File: src/rtl/char_transliterate_squash_top_assert.svh
// ----------------------------------------------------------------------------
// Assertion macros for the transliterator block.
// Clocked on clk_i, disabled while rst_ni is low.
// ----------------------------------------------------------------------------
`ifndef CHAR_TRANSLITERATE_SQUASH_TOP_ASSERT_SVH
`define CHAR_TRANSLITERATE_SQUASH_TOP_ASSERT_SVH

// Same-cycle implication check.
`define CTS_ASSERT_IMP(lbl, ante, cons, msg) \
  lbl: assert property (@(posedge clk_i) disable iff (!rst_ni) (ante) |-> (cons)) \
    else $error(msg);

// Next-cycle implication check.
`define CTS_ASSERT_NEXT(lbl, ante, cons, msg) \
  lbl: assert property (@(posedge clk_i) disable iff (!rst_ni) (ante) |=> (cons)) \
    else $error(msg);

`endif

File: src/rtl/cts_pkg.sv
// ----------------------------------------------------------------------------
// cts_pkg
// Shared constants for the byte transliterator: table size, field widths,
// item mode codes and register indexes.
// ----------------------------------------------------------------------------
`default_nettype none

package cts_pkg;

  // Table geometry
  localparam int unsigned SetSize = 64;
  localparam int unsigned IdxW    = $clog2(SetSize);
  localparam int unsigned LenW    = 7;
  localparam int unsigned ByteW   = 8;
  localparam int unsigned ModeW   = 2;

  // Item mode codes
  localparam logic [ModeW-1:0] ModeLoadFrom = 2'd0;
  localparam logic [ModeW-1:0] ModeLoadTo   = 2'd1;
  localparam logic [ModeW-1:0] ModeData     = 2'd2;

  // Register indexes
  localparam logic [1:0] RegNegate  = 2'd0;
  localparam logic [1:0] RegFromLen = 2'd1;
  localparam logic [1:0] RegToLen   = 2'd2;

  // Clamp a length register to the table size
  function automatic logic [LenW-1:0] clamp_len(input logic [LenW-1:0] n);
    logic [LenW-1:0] lim;
    lim = LenW'(SetSize);
    return (n > lim) ? lim : n;
  endfunction

endpackage

`default_nettype wire

File: src/rtl/char_transliterate_squash_top.sv
// ----------------------------------------------------------------------------
// char_transliterate_squash_top
// Byte-stream transliterator with from-set / to-set tables and squashing.
// ----------------------------------------------------------------------------
// Usage:
//   Input channel (in_valid_i / in_stall_o) carries one word of mode,
//   entry_index and byte_value. Load words write the from-set or to-set
//   table in the cycle they are taken and give no result. Data words are
//   matched against the from-set by a scan that reads one from-set entry
//   per cycle from a synchronous memory; a replacement is read from to_mem.
//   Output channel (out_valid_o / out_stall_i) carries out_byte; a data
//   word gives zero or one output word.
//   A data word's time from acceptance to the output register is set by
//   the scan over the from-set memory, which ends early on a match.
//   The block takes the next word while a finished result sits in the
//   output register. When the receiver stalls, the output word holds and
//   a following data result waits in the block with in_stall_o high.
//   Reset clears the config registers, the run flag and the output valid.
//   Table contents are undefined until loaded. Registers are written over
//   the APB port (negate at 0x0, from length at 0x4, to length at 0x8).
// ----------------------------------------------------------------------------
`default_nettype none

module char_transliterate_squash_top (
  input  wire logic                         clk_i,
  input  wire logic                         rst_ni,
  // input channel
  input  wire logic                         in_valid_i,
  output logic                              in_stall_o,
  input  wire logic [cts_pkg::ModeW-1:0]    mode_i,
  input  wire logic [cts_pkg::IdxW-1:0]     entry_index_i,
  input  wire logic [cts_pkg::ByteW-1:0]    byte_value_i,
  // output channel
  output logic                              out_valid_o,
  input  wire logic                         out_stall_i,
  output logic [cts_pkg::ByteW-1:0]         out_byte_o,
  // configuration port
  input  wire logic                         psel,
  input  wire logic                         penable,
  input  wire logic                         pwrite,
  input  wire logic [3:0]                   paddr,
  input  wire logic [31:0]                  pwdata,
  output logic [31:0]                       prdata,
  output logic                              pready
);

  `include "char_transliterate_squash_top_assert.svh"

  localparam int unsigned IdxW  = cts_pkg::IdxW;
  localparam int unsigned LenW  = cts_pkg::LenW;
  localparam int unsigned ByteW = cts_pkg::ByteW;

  // State codes
  localparam logic [2:0] StIdle    = 3'd0;
  localparam logic [2:0] StScan    = 3'd1;
  localparam logic [2:0] StResolve = 3'd2;
  localparam logic [2:0] StTread   = 3'd3;
  localparam logic [2:0] StOut     = 3'd4;

  logic [2:0]       state_q, state_d;
  logic             negate_q;
  logic [LenW-1:0]  from_len_q, to_len_q;
  logic             run_q, run_d;
  logic [LenW-1:0]  scan_cnt_q, scan_cnt_d;
  logic             cmp_vld_q, cmp_vld_d;
  logic [LenW-1:0]  pos_q, pos_d;
  logic [ByteW-1:0] byte_q, byte_d;
  logic [ByteW-1:0] res_q, res_d;
  logic             out_valid_q, out_valid_d;
  logic [ByteW-1:0] out_byte_q, out_byte_d;

  logic [ByteW-1:0] from_mem [cts_pkg::SetSize];
  logic [ByteW-1:0] to_mem   [cts_pkg::SetSize];
  logic [ByteW-1:0] from_rdata, to_rdata;
  logic [IdxW-1:0]  to_raddr;

  logic             in_acc, cfg_wr;
  logic [LenW-1:0]  flen, tlen, pos_eff;
  logic             hit, issue, squash_on, out_load;

  assign in_acc = in_valid_i && !in_stall_o;
  assign cfg_wr = psel && penable && pwrite && pready;
  assign flen   = cts_pkg::clamp_len(from_len_q);
  assign tlen   = cts_pkg::clamp_len(to_len_q);

  // Configuration registers
  always_ff @(posedge clk_i or negedge rst_ni) begin
    if (!rst_ni) begin
      negate_q   <= 1'b0;
      from_len_q <= '0;
      to_len_q   <= '0;
    end else if (cfg_wr) begin
      case (paddr[3:2])
        cts_pkg::RegNegate:  negate_q   <= pwdata[0];
        cts_pkg::RegFromLen: from_len_q <= pwdata[LenW-1:0];
        cts_pkg::RegToLen:   to_len_q   <= pwdata[LenW-1:0];
        default: ;
      endcase
    end
  end

  // Register readback
  always_comb begin
    case (paddr[3:2])
      cts_pkg::RegNegate:  prdata = {31'd0, negate_q};
      cts_pkg::RegFromLen: prdata = {{(32-LenW){1'b0}}, from_len_q};
      cts_pkg::RegToLen:   prdata = {{(32-LenW){1'b0}}, to_len_q};
      default:             prdata = '0;
    endcase
  end
  assign pready = 1'b1;

  // Table memories: write on load words, registered read every cycle
  always_ff @(posedge clk_i) begin
    if (in_acc && mode_i == cts_pkg::ModeLoadFrom) begin
      from_mem[entry_index_i] <= byte_value_i;
    end
    from_rdata <= from_mem[scan_cnt_q[IdxW-1:0]];
  end

  always_ff @(posedge clk_i) begin
    if (in_acc && mode_i == cts_pkg::ModeLoadTo) begin
      to_mem[entry_index_i] <= byte_value_i;
    end
    to_rdata <= to_mem[to_raddr];
  end

  // Scan compare and position mapping
  assign hit     = cmp_vld_q && (from_rdata == byte_q);
  assign issue   = scan_cnt_q < flen;
  assign pos_eff = negate_q ? ((pos_q != '0) ? '0 : tlen + LenW'(1)) : pos_q;
  assign squash_on = (flen > tlen || negate_q) && (tlen != '0);
  assign out_load  = (state_q == StOut) && (!out_valid_q || !out_stall_i);

  // Sequencer
  always_comb begin
    state_d    = state_q;
    run_d      = run_q;
    scan_cnt_d = scan_cnt_q;
    cmp_vld_d  = 1'b0;
    pos_d      = pos_q;
    byte_d     = byte_q;
    res_d      = res_q;
    to_raddr   = '0;
    case (state_q)
      StIdle: begin
        if (in_acc && mode_i == cts_pkg::ModeData) begin
          byte_d     = byte_value_i;
          scan_cnt_d = '0;
          state_d    = StScan;
        end
      end
      StScan: begin
        if (hit) begin
          pos_d   = scan_cnt_q;
          state_d = StResolve;
        end else if (!issue) begin
          pos_d   = '0;
          state_d = StResolve;
        end else begin
          scan_cnt_d = scan_cnt_q + LenW'(1);
          cmp_vld_d  = 1'b1;
        end
      end
      StResolve: begin
        if (squash_on && pos_eff >= tlen) begin
          if (run_q) begin
            state_d = StIdle;
          end else begin
            run_d    = 1'b1;
            to_raddr = IdxW'(tlen - LenW'(1));
            state_d  = StTread;
          end
        end else begin
          run_d = 1'b0;
          if (pos_eff == '0) begin
            res_d   = byte_q;
            state_d = StOut;
          end else if (pos_eff <= tlen) begin
            to_raddr = IdxW'(pos_eff - LenW'(1));
            state_d  = StTread;
          end else begin
            state_d = StIdle;
          end
        end
      end
      StTread: begin
        res_d   = to_rdata;
        state_d = StOut;
      end
      StOut: begin
        if (out_load) begin
          state_d = StIdle;
        end
      end
      default: state_d = StIdle;
    endcase
  end

  // Output register
  always_comb begin
    out_valid_d = out_valid_q;
    out_byte_d  = out_byte_q;
    if (out_load) begin
      out_valid_d = 1'b1;
      out_byte_d  = res_q;
    end else if (!out_stall_i) begin
      out_valid_d = 1'b0;
    end
  end

  // Control registers
  always_ff @(posedge clk_i or negedge rst_ni) begin
    if (!rst_ni) begin
      state_q     <= StIdle;
      run_q       <= 1'b0;
      scan_cnt_q  <= '0;
      cmp_vld_q   <= 1'b0;
      out_valid_q <= 1'b0;
    end else begin
      state_q     <= state_d;
      run_q       <= run_d;
      scan_cnt_q  <= scan_cnt_d;
      cmp_vld_q   <= cmp_vld_d;
      out_valid_q <= out_valid_d;
    end
  end

  // Payload registers
  always_ff @(posedge clk_i) begin
    pos_q      <= pos_d;
    byte_q     <= byte_d;
    res_q      <= res_d;
    out_byte_q <= out_byte_d;
  end

  assign in_stall_o  = (state_q != StIdle);
  assign out_valid_o = out_valid_q;
  assign out_byte_o  = out_byte_q;

  // Checks
  `CTS_ASSERT_IMP(a_scan_bound, state_q == StScan, scan_cnt_q <= flen,
                  "scan counter ran past from-set length")
  `CTS_ASSERT_NEXT(a_data_scan, in_acc && mode_i == cts_pkg::ModeData,
                   state_q == StScan, "data word did not start a scan")
  `CTS_ASSERT_NEXT(a_tread_out, state_q == StTread, state_q == StOut,
                   "to-set read not followed by output")
  `CTS_ASSERT_IMP(a_hit_pos, state_q == StScan && hit, scan_cnt_q != '0,
                  "match reported before any entry was read")

endmodule

`default_nettype wire

File: config.mk
export PLATFORM = sky130hd
export DESIGN_NAME = char_transliterate_squash_top
export DESIGN_NICKNAME = d
export VERILOG_FILES = /design/src/rtl/cts_pkg.sv /design/src/rtl/char_transliterate_squash_top.sv
export VERILOG_INCLUDE_DIRS = /design/src /design/src/rtl
export SDC_FILE = /design/constraint.sdc
export NUM_CORES = 1
export LEC_CHECK = 0
export BUFFER_PORTS_ARGS = -buffer_cell sky130_fd_sc_hd__buf_4
export CAP_MARGIN = 10
export CORE_MARGIN = 5
export CORE_UTILIZATION = 44
export CTS_CLUSTER_SIZE = 14
export DETAILED_ROUTE_END_ITERATION = 8
export GPL_TIMING_DRIVEN = 0
export PLACE_DENSITY = 0.66
export SYNTH_ARGS = -nofsm -noshare
export SYNTH_HDL_FRONTEND = slang
export SYNTH_SLANG_ARGS = --single-unit
export TNS_END_PERCENT = 20
File: constraint.sdc
create_clock -name clk_i -period 6.8 [get_ports clk_i]
set_input_delay 0.34 -clock clk_i [delete_from_list [all_inputs] [get_ports clk_i]]
set_output_delay 0.34 -clock clk_i [all_outputs]
set_load 0.05 [all_outputs]
Word-level counts from Yosys, hierarchy flattened
Memories as Yosys holds them, arrays and structs flattened. A register that Yosys moved wholly into a read port is not among the register bits.
Index checks and enable logic that the tools add are counted.

word-level totals
  bits in registers = 59
  RAM bits = 1024
  bits of input ports = 59
  memories = 2
  output and inout bits = 43
  bits in latches = 0
  bits in read-only memories = 0

memories
  name      depth  bits a word  rd ports  clocked after Yosys merged registers in  wr ports  RTL line                             RTL
  from_mem  64     8            1         1                                        1         char_transliterate_squash_top.sv:72  logic [ByteW-1:0] from_mem [cts_pkg::SetSize];
  to_mem    64     8            1         1                                        1         char_transliterate_squash_top.sv:73  logic [ByteW-1:0] to_mem [cts_pkg::SetSize];

cells by class
  muxes and demuxes = 38
  reductions and logical operators = 32
  bitwise operators = 0
  $lt $le $gt $ge = 6
  div/mod/pow operators = 0
  add/subtract/negate cells = 4
  eq/ne operators = 18
  $mul = 0
  shift operators = 0

operators by type and width
  cell                 count
  $mux 7               9
  $mux 6               5
  $pmux 7 s3           1
  $mux 3               6
  $mux 8               2
  $pmux 8 s2           1
  $pmux 3 s5           1
  $add 7x1->7 const B  2
  $gt 7x7->1 const B   2
  $ne 2x2->1 const B   7
  $pmux 7 s2           1
  $reduce_bool 7->1    2
  $sub 6x1->6 const B  2
  $logic_and 1x1->1    10
  $mux 1               10
  $reduce_and 2->1     5
  $eq 8x8->1           1
  $ge 7x7->1           1
  $gt 7x7->1           1
  $le 7x7->1           1
  $logic_not 7->1      1
  $lt 7x7->1           1
  $eq 3x2->1 const B   2
  $reduce_and 3->1     2
  14 further kinds     22

Logic depth before layout (Yosys ltp)
  depth in word-level cells = 10
  mapped depth = 22
  depth with buffers taken out = 17

Least setup slack after synthesis
Ideal clock, no wire load.

  path kind = register -> register
  start point = reg to_len_q[6]
  end point = reg to_rdata[2] (read register of to_mem)
  setup time = 0.134 ns
  setup slack = 2.228 ns
  buffers on the path = 2
  arrival = 4.438 ns
  cell stages (with the launch flop) = 20
  required time = 6.666 ns
  cell sequence = dfrtp_1 buf_2 nand2b_1 inv_1 ha_1 and4b_1 o2111ai_1 o2bb2ai_1 ha_1 nand4_1 o21bai_1 o21ai_0 nand3_1 a32o_2 buf_6 a221oi_1 a311oi_1 nor4_1 a22oi_1 or4_1

between the ends
  word-level cells in the longest chain between the ends = 10

ends and longest elaborated chain
  item                                       RTL line                                                                    RTL
  from (decl)                                char_transliterate_squash_top.sv:62                                         logic [LenW-1:0] from_len_q, to_len_q;
  from (signal assigned)                     char_transliterate_squash_top.sv:96                                         cts_pkg::RegToLen: to_len_q <= pwdata[LenW-1:0];
  $gt 7x7->1                                 cts_pkg.sv:31                                                               return (n > lim) ? lim : n;
  $mux 7 (*)                                 cts_pkg.sv:31
  $add 7x1->7                                char_transliterate_squash_top.sv:131                                        assign pos_eff = negate_q ? ((pos_q != '0) ? '0 : tlen + LenW'(1)) : pos_q;
  $mux 7 (2 in series)                       char_transliterate_squash_top.sv:131
  $sub 6x1->6 or $le 7x7->1 (tied branches)  char_transliterate_squash_top.sv:180, char_transliterate_squash_top.sv:179
  $mux 6                                     char_transliterate_squash_top.sv:179                                        end else if (pos_eff <= tlen) begin
  $mux 6                                     char_transliterate_squash_top.sv:176                                        if (pos_eff == '0) begin
  $mux 6 (*)                                 char_transliterate_squash_top.sv:166                                        if (squash_on && pos_eff >= tlen) begin
  $mux 6 (*)                                 char_transliterate_squash_top.sv:145                                        case (state_q)
  to (decl)                                  char_transliterate_squash_top.sv:74                                         logic [ByteW-1:0] from_rdata, to_rdata;

Every way passes the cells marked *; elsewhere a longest branch is shown, timed or not.
A chain may end at the register's enable or synchronous reset.

Worst setup path in the final report
  start point = reg to_len_q[6]
  end point = reg to_rdata[5] (read register of to_mem)

The elaborated chain is that of the path after synthesis.

==> run metrics <==
status=complete, no violations; VDD IR max=0.247 mV; CTS Sinks=approximately 1100; Final ANT Viol Nets=0; DR iter-0 viols=3901; Core Area=100000 µm²; Lkg Pwr=approximately 16 nW; first-pass GRT wire length=around 180 mm; IO buf count=44; f_max=about 0.15 GHz; top_reg_cell synth=edfxtp_1; worst-path cell chain=buf_2, nand2b_1, inv_1, ha_1, and4b_1, o2111ai_1, o2bb2ai_1, ha_1, nand4_1, o21bai_1, o21ai_1, nand3_2, a31oi_1, buf_2, buf_2, buf_1, nor3_1, o21ai_0, a21oi_1, o21ai_0, a211o_1; max incr delay on CP=between 700 and 800 ps; Setup TNS=0 ps; Synth Area in XOR/XNOR=less than 1%; average wire per standard cell=28.4 µm; vias in the first global route=between 20000 and 30000; min Tclk post-route=roughly 6500 ps; syn_area_per_cell=about 16 µm²; area growth from synthesis to layout=13.4%; CTS HTree Levels=3; Post-synth EDFFs=roughly 1100; Clock Skews=about 19 ps; CP bufs+invs=5; fin crit share=about 95%; total grt overflow=0; Worst-Margin Slew=~1400 ps; max-slew violation count=0; cell area after synthesis=around 45000 µm²; RSZ-0062 raised after global routing=no; DP HPWL=84.8 mm; Adder-Cell Fraction of Synth Area=less than 1%; Max stage delay cell, worst path=buf_1; Worst-Skew Late Latency=670 ps; final hold vios=0; drt drc=0; CTS tree=built; Async S/R FF share, synth=roughly 2.5%; Final Wtd Congestion=between 0.9 and 1; Hold Crit Class=primary input to async pin; CP dominant cell by count=buf_2; Nets=approximately 3000; post-synthesis mux area share=about 9.6%; # rows=116; pwr dens=~380 nW/µm²; post-synthesis compound-gate area fraction=4.56%; Critical Path Start Type=flop; ranking of synthesized cells by area=edfxtp_1, mux4_2, nor2_1, nand2_1, nor3_1; CP endpoint kind=flop; largest family of logic cells by synthesized area=multiplexers; drt pass-1 iters=6; Synth area leader=edfxtp_1; tightest hold margin=about 130 ps; Ys Warns=0; area share of the largest cell type after synthesis=70.9%; crit-path max FO=10; Clk Tree Root Cell=clkbuf_16; clk slew on worst S/H paths=60 ps; # Max-Cap Violations=0; Top Family by Delay on Critical Path=compound AO/OA/AOI/OAI gates; DR vias/cell=between 6 and 7; cts bufs inserted=107; largest net degree at the start of global routing=between 100 and 150; sequential area share after synthesis=approximately three quarters; Clock Path Buffers=3; Synth Area in Simple Gates=9.14%; die height=~330 µm; Netlist cell types=between 80 and 90; critical path data arrival time=between 7000 and 8000 ps; I/O pin count=102; worst path required time=~7400 ps; Die W=between 300 and 400 µm; via count of the routed design=about 27000; Synth Register Bits=1099; Slew HR=roughly 8.3%; crit path launch=to_len_q[6]; reg2reg start=to_len_q[6]; Initial Util=about 44%; die area=108000 µm²; Mapped Cells=roughly 2800; GRT Util Overall=between 20% and 30%; share of post-route cells with drive strength above 1=between 15 and 20%; aggregate routed wire length=about 130 mm; initial antenna violation count=4; critical path class=flop to flop; endpoints failing setup=0
==> where the power goes <==
group | internal [mW] | switching (mW)
clock | 3.35 | 2.51
combinational | 1.86 | 3.73
sequential | 7.56 | 0.0847
total | 12.8 | 6.32
==> registers in the layout (all words and copies together) (netlist names) <==
register,count
scan_cnt_q,7
pos_q,7
to_len_q,7
out_byte_o,8
from_rdata,8
run_q,1
res_q,8
from_mem,512
negate_q,1
state_q,3
out_valid_o,1
to_rdata,8
from_len_q,7
to_mem,512
cmp_vld_q,1
byte_q,8
==> final timing paths <==
kind | end | slack [ps] | cells after the start
setup / recovery | to_rdata[5] | 310 | 21
hold / removal | to_len_q[3] | 130 | 2
setup reg to reg | to_rdata[5] | 310 | 21
hold reg to reg | out_byte_o[1] | 410 | 0
max in group asynchronous | scan_cnt_q[4] | 6350 | 2
min in group clk_i | to_mem[38][3] | 150 | 1
==> logic make-up (layout without fill, tap and decap cells) <==
group | Yosys count | count (layout)
muxes | 216 | 216
other | 2 | 28
adders and majority gates | 26 | 26
buffers and inverters | 219 | 484
DFF | 1099 | 1099
AOI/OAI and AO/OA | 289 | 289
and+or+nand+nor | 903 | 903
xor gates and xnor gates | 22 | 22
==> metal layers <==
metal	wire length (µm)	track usage, %	vias to the layer above	share of wire, %
li1	-	-	11230	-
met1	48800	32.4	13400	39
met2	57400	35.8	1649	46
met3	14000	4.98	296	11
met4	5400	8.31	2	4.3
met5	13	0.272	-	0.010
==> synthesized netlist by cell type (10+ instances only) <==
cell          n
and2_1       10
mux4_2      168
and3_1       10
a31oi_1      10
nand2_1     242
or3_1        19
o2111ai_1    12
nand3_1     102
a32oi_1      28
mux2_2       21
buf_4        28
nor2_1      278
o21ai_0      87
a21oi_1      24
nor3_1      169
a221oi_1     11
a211oi_1     11
xor2_1       12
dfxtp_1      16
inv_1        22
edfxtp_1   1055
xnor2_1      10
mux2i_1      27
buf_1        31
nand4_1      21
ha_1         26
buf_2        43
clkbuf_1     87
dfrtp_1      28
o211ai_1     11
==> stage by stage <==
step	cell area (µm²)	total power [mW]	utilization, %	setup slack [ps]	instances
finish	50600	19.1	50.4	307	4424
global route	50600	19.7	50.4	9.93	4422
CTS	50500	19.0	50.3	105	4420
detailed placement	47000	13.2	46.8	154	4210
global placement	46800	13.2	46.6	21.0	4201
floorplan	44700	11.0	-	2230	2800
==> layout by cell type, fill, tap and decap left out, drive strengths merged, types with 11 or more instances in the layout <==
cell type,count
buf,157
mux4,168
nand3,102
dfxtp,16
nor2,279
nor3,172
dlygate4sd3,11
dfrtp,28
xor2,12
mux2i,27
bufinv,11
a21oi,26
a32oi,29
a211oi,11
o21ai,89
o2111ai,12
inv,28
clkinv,53
or3,19
edfxtp,1055
o211ai,11
ha,26
nand2,242
clkbuf,222
nand4,21
conb,26
mux2,21
a221oi,11
==> repair_timing <==
| item | in CTS | in global routing |
|---|---|---|
| setup endpoints to repair | 0 | 8 |
| buffers inserted | 0 | 0 |
| hold buffers | 11 | 0 |
| gates resized for setup | 0 | 24 |
| endpoints found under the hold margin | 44 | 0 |
==> area by class of cell <==
class / instances / area (µm²)
inverter: 24 / 90.1
timing repair buffer: 66 / 687
buffer: 195 / 943
tap: 1357 / 1700
clock buffer: 129 / 2800
antenna: 2 / 5.00
fill: 8306 / 49800
multi-input combinational: 1482 / 11100
sequential: 1099 / 32700
clock inverter: 70 / 638
Power figures use the tool's default switching activity.
